$ cat config.mk
export PLATFORM = sky130hd
export DESIGN_NAME = ybc_pix
export DESIGN_NICKNAME = d
export VERILOG_FILES = /design/src/ybc_pkg.sv /design/src/ybc_pix.sv
export SDC_FILE = /design/constraint.sdc
export NUM_CORES = 1
export LEC_CHECK = 0
export BUFFER_PORTS_ARGS = -buffer_cell sky130_fd_sc_hd__buf_2
export CAP_MARGIN = 0
export CORE_ASPECT_RATIO = 0.75
export CORE_MARGIN = 2
export CORE_UTILIZATION = 35
export DETAILED_ROUTE_END_ITERATION = 8
export GPL_TIMING_DRIVEN = 1
export SLEW_MARGIN = 20
export SYNTH_ARGS = -nofsm -noshare
export SYNTH_HDL_FRONTEND = slang
export SYNTH_SLANG_ARGS = --single-unit
$ cat constraint.sdc
create_clock -name vclk -period 16.4
set_input_delay 3.28 -clock vclk [all_inputs]
set_output_delay 3.28 -clock vclk [all_outputs]
set_load 0.02 [all_outputs]
$ cat src/ybc_pkg.sv
// Shared types, register indexes and pixel arithmetic for the YUV 4:2:0 to BGR converter.
`default_nettype none
package ybc_pkg;

  localparam int unsigned CFG_IDX_W  = 2;
  localparam int unsigned CFG_DATA_W = 26;
  localparam int unsigned DIM_W      = 13;
  localparam int unsigned POS_W      = 12;

  typedef enum logic [CFG_IDX_W-1:0] {
    REG_FRAME_WIDTH  = 2'd0,
    REG_FRAME_HEIGHT = 2'd1,
    REG_OUT_CAPACITY = 2'd2
  } cfg_reg_t;

  localparam logic [DIM_W-1:0]      FRAME_WIDTH_RST  = 13'd640;
  localparam logic [DIM_W-1:0]      FRAME_HEIGHT_RST = 13'd480;
  localparam logic [CFG_DATA_W-1:0] OUT_CAPACITY_RST = 26'd921600;

  typedef struct packed {
    logic [7:0] luma;
    logic [7:0] chroma_blue;
    logic [7:0] chroma_red;
  } in_beat_t;

  typedef struct packed {
    logic [7:0]       first_byte;
    logic [7:0]       second_byte;
    logic [7:0]       third_byte;
    logic [POS_W-1:0] dest_row;
    logic [POS_W-1:0] dest_col;
    logic             frame_end;
  } out_beat_t;

  // chroma pair as held in the line store: Cb high, Cr low
  typedef struct packed {
    logic [7:0] cb;
    logic [7:0] cr;
  } chroma_pair_t;

  // floor(t/256) saturated to 0..255
  function automatic logic [7:0] q8_clamp(input logic signed [19:0] t);
    logic signed [11:0] q;
    q = 12'(t >>> 8);
    if (q < 0) begin
      return 8'd0;
    end else if (q > 12'sd255) begin
      return 8'd255;
    end else begin
      return q[7:0];
    end
  endfunction

endpackage
`default_nettype wire

$ cat src/ybc_pix.sv
// Q8 fixed-point YCbCr to colour conversion of one pixel, with byte ordering.
`default_nettype none
module ybc_pix (
  input  wire logic                 swap,
  input  wire logic [7:0]           luma,
  input  wire ybc_pkg::chroma_pair_t pair,
  output      logic [7:0]           first_byte,
  output      logic [7:0]           second_byte,
  output      logic [7:0]           third_byte
);
  import ybc_pkg::*;

  logic signed [8:0]  ud;
  logic signed [8:0]  vd;
  logic signed [19:0] y_s;
  logic signed [19:0] t_r;
  logic signed [19:0] t_g;
  logic signed [19:0] t_b;
  logic [7:0]         r;
  logic [7:0]         g;
  logic [7:0]         b;

  always_comb begin
    ud  = $signed({1'b0, pair.cb}) - 9'sd128;
    vd  = $signed({1'b0, pair.cr}) - 9'sd128;
    y_s = $signed({4'b0, luma, 8'b0});
    t_r = y_s + 20'(vd) * 20'sd359;
    t_g = y_s - 20'(ud) * 20'sd88 - 20'(vd) * 20'sd183;
    t_b = y_s + 20'(ud) * 20'sd453;
    r   = q8_clamp(t_r);
    g   = q8_clamp(t_g);
    b   = q8_clamp(t_b);
    first_byte  = swap ? b : r;
    second_byte = g;
    third_byte  = swap ? r : b;
  end

endmodule
`default_nettype wire

=== Word-level counts from Yosys, hierarchy flattened ===
Cells that the tools add are included.

* Magnitude comparators: 6
* $add $sub $neg: 6
* Mux-type cells: 8
* Reduce and logical (&&, ||, !) cells: 0
* $mul: 4
* Equal/unequal tests: 0
* Divide/modulo/power cells: 0
* Shift operators: 0
* Bitwise operators: 0

{| class="wikitable"
|+ Operators with widths
! operator !! number
|-
| two-way mux 8 bit || 8
|-
| adder 17 x 19 -> 20 bit || 2
|-
| multiplier 9 x 10 -> 19 bit, second input constant || 2
|-
| greater-than comparator 12 x 9 -> 1 bit, second input constant || 2
|-
| < comparator 12 x 1 -> 1 bit, second input constant || 2
|-
| subtractor 18 x 18 -> 19 bit || 1
|-
| multiplier 9 x 9 -> 18 bit, second input constant || 1
|-
| subtractor 17 x 17 -> 18 bit || 1
|-
| subtractor 8 x 8 -> 9 bit, second input constant || 2
|-
| multiplier 9 x 5 -> 14 bit, second input constant || 1
|-
| greater-than comparator 11 x 9 -> 1 bit, second input constant || 1
|-
| < comparator 11 x 1 -> 1 bit, second input constant || 1
|}

* Register bits after elaboration: 0
* Memory bits (read-only): 0
* Output and inout port bits: 24
* Memories kept: 0
* Latch bits: 0
* Word-level logic and storage cells: 24
* Memory bits (writable): 0

=== Depth between registers and ports, before layout ===
Gate-level depths: netlist (run 1).

* Depth after elaboration: 7
* Mapped depth: 27
* Gate-level depth less buffers: 27

=== Worst setup path after synthesis (run 1) ===
No wires, ideal clock.

* Path kind: in2out
* Start: input port pair[9] (netlist bit)
* End: output port second_byte[0]
* Required time: 13120 ps
* Arrival: 8809 ps
* Path buffers: 0
* Stages on the path: 22
* Setup slack: 4311 ps
* Cells stage by stage: ha_1 fa_1 ha_1 nor2b_1 o21ai_0 a21boi_0 o21ai_0 a21boi_0 o21ai_1 nor2b_1 xnor2_1 ha_1 fa_1 fa_1 fa_1 inv_1 ha_1 and3_1 a211oi_1 nor2_1 a21oi_2 o21a_1

* Cells in the longest elaborated chain, start to end: 7
* Elaborated cells between the ends (all ways): 8
* Classes of those cells: add/sub: 3; mul: 1; order compare: 2; mux: 2

{| class="wikitable"
|+ RTL lines
! item !! RTL line !! RTL
|-
| start: declaration || ybc_pix.sv:6 || <nowiki>input wire ybc_pkg::chroma_pair_t pair,</nowiki>
|-
| subtractor 8 x 8 -> 9 bit (*) || ybc_pix.sv:24 || <nowiki>ud = $signed({1'b0, pair.cb}) - 9'sd128;</nowiki>
|-
| multiplier 9 x 5 -> 14 bit (*) || ybc_pix.sv:28 || <nowiki>t_g = y_s - 20'(ud) * 20'sd88 - 20'(vd) * 20'sd183;</nowiki>
|-
| subtractor 17 x 17 -> 18 bit (*) || ybc_pix.sv:28 ||
|-
| subtractor 18 x 18 -> 19 bit (*) || ybc_pix.sv:28 ||
|-
| greater-than comparator 11 x 9 -> 1 bit || ybc_pkg.sv:47 || <nowiki>end else if (q > 12'sd255) begin</nowiki>
|-
| two-way mux 8 bit || ybc_pkg.sv:47 ||
|-
| two-way mux 8 bit (*) || ybc_pkg.sv:45 || <nowiki>if (q < 0) begin</nowiki>
|-
| end: declaration || ybc_pix.sv:8 || <nowiki>output logic [7:0] second_byte,</nowiki>
|}

Every way passes the cells marked *; elsewhere a longest branch is shown, timed or not.

=== Final worst setup path (run 1) ===
* Start: input port pair[9] (netlist bit)
* End: output port second_byte[2]

The elaborated chain is that of the path after synthesis.

==> qor.txt, run 1 <==
status - completed
Vias - 4496
VDD IR-drop max - 351 µV
row cnt - 42
clkbuf count - 0
Tcrit/Tclk final - 78.5%
vias per std cell - 4.54
core area - 17700 µm²
count of final max-slew check failures - 0
HPWL after DPL - 12.6 mm
Layout area overhead - 8.33%
First-pass DRT Iterations - 4
post-synthesis cell count - 702
RD Place Congestion - 0.866
Worst-Margin Slew - 679 ps
Top-Level Pins - 49
Pleak - 3.75 nW
sequential cell count - 0
initial DRC count - 219
CP max-delay cell - fa_1
commonest non-fill, non-tap cells in the layout - inv_1, ha_1, fa_1
CP top delay family - adder cells
Slew HR - 53.6%
critical path required time - 13120 ps
remaining global-route overflow - 0
Max Freq - 0.0777 GHz
total routed wirelength - 13.7 mm
postcts setup bufs - 0
final core utilization - 38.9%
hold endpoint - third_byte[3]
Initial Util - 35.9%
CP peak stage delay - 540 ps
DR WL/cell - 13.8 µm
synth warn - 0
syn_nets - 995
worst-path cell chain - buf_2 -> ha_1 -> fa_1 -> ha_1 -> nor2b_1 -> o21ai_0 -> a21boi_0 -> o21ai_0 -> a21boi_0 -> o21ai_1 -> nor2b_1 -> xnor2_1 -> ha_1 -> fa_1 -> fa_1 -> fa_1 -> inv_1 -> ha_1 -> and3_1 -> a211oi_1 -> nor2_1 -> a211o_1 -> o21a_1 -> buf_2
Hold Path Origin - swap
setup TNS - 0 ps
register area - 0 µm²
Seq/Total Area, Yosys - 0%
startpoint types - input port
Routed Antenna Nets - 0
initial antenna violation count - 0
post-CTS sizing - 0
RSZ-0062 raised after global routing - false
Diodes inserted - 0
cell area after synthesis - 6360 µm²
drc violations - 0
Post-CTS Hold Buffers - 0
syn avg cell area - 9.06 µm²
arrival time at the worst endpoint - 9590 ps
Crit. End Element - output pin
Crit Path Max Fanout - 8
fraction of layout cells with a size suffix above 1 - 8.69%
Die ar. - 19300 µm²
MaxCap Viol Count - 0
PortBufs - 49
synth unique cells - 50
Setup CP Type - in -> out
worst path buffer plus inverter count - 3
vias in the first global route - 4514
Final Hold Violating Endpoints - 0
Pwr Density - 198 nW/µm²
worst hold path stage count - 4
GRT Total Usage - 14.9%
Tmin final - 12870 ps
Setup Viol. Count Final - 0
Nets - 1043
chip height - 121 µm
first-pass GRT wire length - 23.5 mm
largest net degree at the start of global routing - 18
Hold WC Path Type - in -> out
commonest non-fill, non-tap cell in the layout - inv_1
width of the chip - 160 µm
[stage by stage]
stage / std cells / setup WS, ps / total power [mW] / hold WS, ps / cell area (µm²)
final: 990 / 3530 / 1.36 / 7140 / 6890
after global routing: 990 / 2900 / 1.57 / 7190 / 6890
after CTS: 990 / 3520 / 1.39 / 7120 / 6890
after detailed placement: 990 / 3550 / 1.37 / 7120 / 6890
after global placement: 990 / 3670 / 1.37 / 7140 / 6890
after floorplan: 702 / 4310 / 1.07 / 6900 / 6360
[how the worst max path moves through the flow]
stage | from | endpoint | slack (ps) | cells past startpoint
5_1_grt | pair[9] | second_byte[5] | 2900 | 24
4_1_cts | pair[15] | second_byte[7] | 3520 | 23
3_3_place_gp | pair[15] | second_byte[7] | 3670 | 23
6_report | pair[9] | second_byte[2] | 3530 | 24
2_1_floorplan | pair[9] | second_byte[0] | 4310 | 22
3_5_place_dp | pair[15] | second_byte[7] | 3550 | 23
[synth_stat cells (2+ instances only)]
master    number  area [µm²]
o21ai_1        4        20.0
a2111o_1       2        22.5
a21boi_0       3        22.5
a211oi_1       3        22.5
fa_1          96        1920
nand2_1       19        71.3
or2_2          3        18.8
a21oi_2        4        35.0
o221ai_1       2        17.5
nand3_1       10        50.1
nor2b_1        3        18.8
inv_1        189         709
a211oi_2       2        25.0
o21ai_0       13        65.1
a31oi_1        2        12.5
nand2b_1       3        18.8
or3_1          2        12.5
a21oi_1       25         125
o21a_1        12        90.1
nand4_1        6        37.5
xor2_1        14         123
nor4b_1        2        17.5
nor3_1         5        25.0
nor2_1        34         128
o22ai_1       16         100
ha_1         172        2150
o22ai_2        2        25.0
a21o_1         8        60.1
xnor2_1       25         219
[kinds of logic after synthesis]
family / count (synthesis) / share of synthesized area (%)
buffers and inverters: 193 / 11.5
AOI/OAI and AO/OA: 106 / 11.5
muxes: 1 / 0.157
xor gates and xnor gates: 40 / 5.63
adders and majority gates: 268 / 64.1
and+or+nand+nor: 94 / 7.11
[final cells by class]
type | instances | area [µm²]
inverters | 190 | 713
multi-input cells | 509 | 5630
repair buffers | 49 | 245
fillers | 1800 | 10800
well taps | 242 | 303
[per-layer routing]
metal | routed length [µm] | share of wire [%] | global-route usage, %
met1 | 7860 | 57 | 24.5
met2 | 5460 | 40 | 23.0
met3 | 365 | 2.7 | 0.343
met4 | 0 | 0 | 0
met5 | 0 | 0 | 0
[power by group]
group	internal, mW	leakage [nW]	total, mW	switching [mW]
Sequential	0	0	0	0
Clock	0	0	0	0
Combinational	0.578	3.75	1.36	0.785
Note: power is estimated with default switching activity, not from simulation.
==> inputs of run 2 (changes only) <==
==> constraint.sdc (replaced) <==
create_clock -name vclk -period 13.5
set_input_delay 2.7 -clock vclk [all_inputs]
set_output_delay 2.7 -clock vclk [all_outputs]
set_load 0.02 [all_outputs]
==> qor.txt, run 2 (synthesis gave the netlist of run 1 again) <==
Pleak - 3.75 nW
chip height - 121 µm
Vias - 4511
first-pass GRT wire length - 23.9 mm
First-pass DRT Iterations - 4
initial antenna violation count - 0
vias in the first global route - 4594
fill count - 1805
Post-CTS Hold Buffers - 0
Worst-Margin Slew - 676 ps
Nets - 1043
Slew HR - 53.8%
initial DRC count - 216
clkbuf count - 0
Routed Antenna Nets - 0
Hold Path Origin - swap
Crit Path Max Fanout - 8
Layout area overhead - 8.33%
Crit. Startpoint - pair[9]
Crit. End Element - output pin
sequential cell count - 0
Pwr Density - 241 nW/µm²
status - completed
remaining global-route overflow - 0
Diodes inserted - 0
critical path required time - 10800 ps
HPWL after DPL - 12.7 mm
Top-Level Pins - 49
register area - 0 µm²
Tmin final - 11710 ps
Tcrit/Tclk final - 86.7%
width of the chip - 160 µm
worst hold slack - 5990 ps
post-CTS sizing - 0
MaxCap Viol Count - 0
RSZ-0062 raised after global routing - false
commonest non-fill, non-tap cells in the layout - inv_1, ha_1, fa_1
drc violations - 0
postcts setup bufs - 0
VDD IR-drop max - 496 µV
Max Freq - 0.0854 GHz
total routed wirelength - 13.8 mm
DR WL/cell - 13.9 µm
startpoint types - input port
PortBufs - 49
GRT Total Usage - 15.2%
core area - 17700 µm²
count of final max-slew check failures - 0
row cnt - 42
largest net degree at the start of global routing - 18
Setup CP Type - in -> out
arrival time at the worst endpoint - 9010 ps
Hold WC Path Type - in -> out
Die ar. - 19300 µm²
commonest non-fill, non-tap cell in the layout - inv_1
RD Place Congestion - 0.867
vias per std cell - 4.56
Setup Viol. Count Final - 0
Final Hold Violating Endpoints - 0
Initial Util - 35.9%
setup TNS - 0 ps
fraction of layout cells with a size suffix above 1 - 8.69%
run 2: cell counts in the layout (fill, tap and decap cells not counted):
Identical to the previous run, type by type.
run 2: routing by layer:
layer	vias to the layer above	routed length (µm)	track usage [%]	part of all wire [%]
met1	2091	7870	24.9	57
met2	67	5490	23.1	40
li1	2353	-	-	-
met4	0	0	0	0
met3	0	425	0.617	3.1
met5	-	0	0	0
run 2: worst paths after layout:
check,to,slack (ps),cells past startpoint
max,second_byte[7],1790,24
min,third_byte[2],5990,4
run 2: layout make-up:
cell class / instances / area, µm² / area share [%]
multi-input cells: 509 / 5630 / 81.7
well taps: 242 / 303 / 4.40
repair buffers: 49 / 245 / 3.56
inverters: 190 / 713 / 10.4
run 2: metrics by stage:
step | setup slack, ps | cells | instance area, µm² | total power [mW] | utilization [%]
2_1_floorplan | 2570 | 702 | 6360 | 1.30 | -
3_3_place_gp | 1930 | 990 | 6890 | 1.67 | 38.9
3_5_place_dp | 1770 | 990 | 6890 | 1.66 | 38.9
4_1_cts | 1780 | 990 | 6890 | 1.68 | 38.9
5_1_grt | 1160 | 990 | 6890 | 1.90 | 38.9
6_report | 1790 | 990 | 6890 | 1.66 | 38.9
run 2: worst max-delay path: stages:
cell	delay, ps
buf_2	170
ha_1	330
fa_1	460
ha_1	340
nor2b_1	140
o21ai_0	210
a21boi_0	150
o21ai_0	270
a21boi_0	180
o21ai_1	220
nor2b_1	190
xnor2_1	90
ha_1	320
fa_1	510
fa_1	520
fa_1	540
inv_1	40
ha_1	320
and3_1	160
a211oi_1	370
nor2_1	130
a211o_1	340
o21a_1	140
buf_2	150
run 2: power by group:
part	switching, mW	internal, mW	total, mW
Clock	0	0	0
Combinational	0.954	0.703	1.66
Sequential	0	0	0
Total	0.954	0.703	1.66
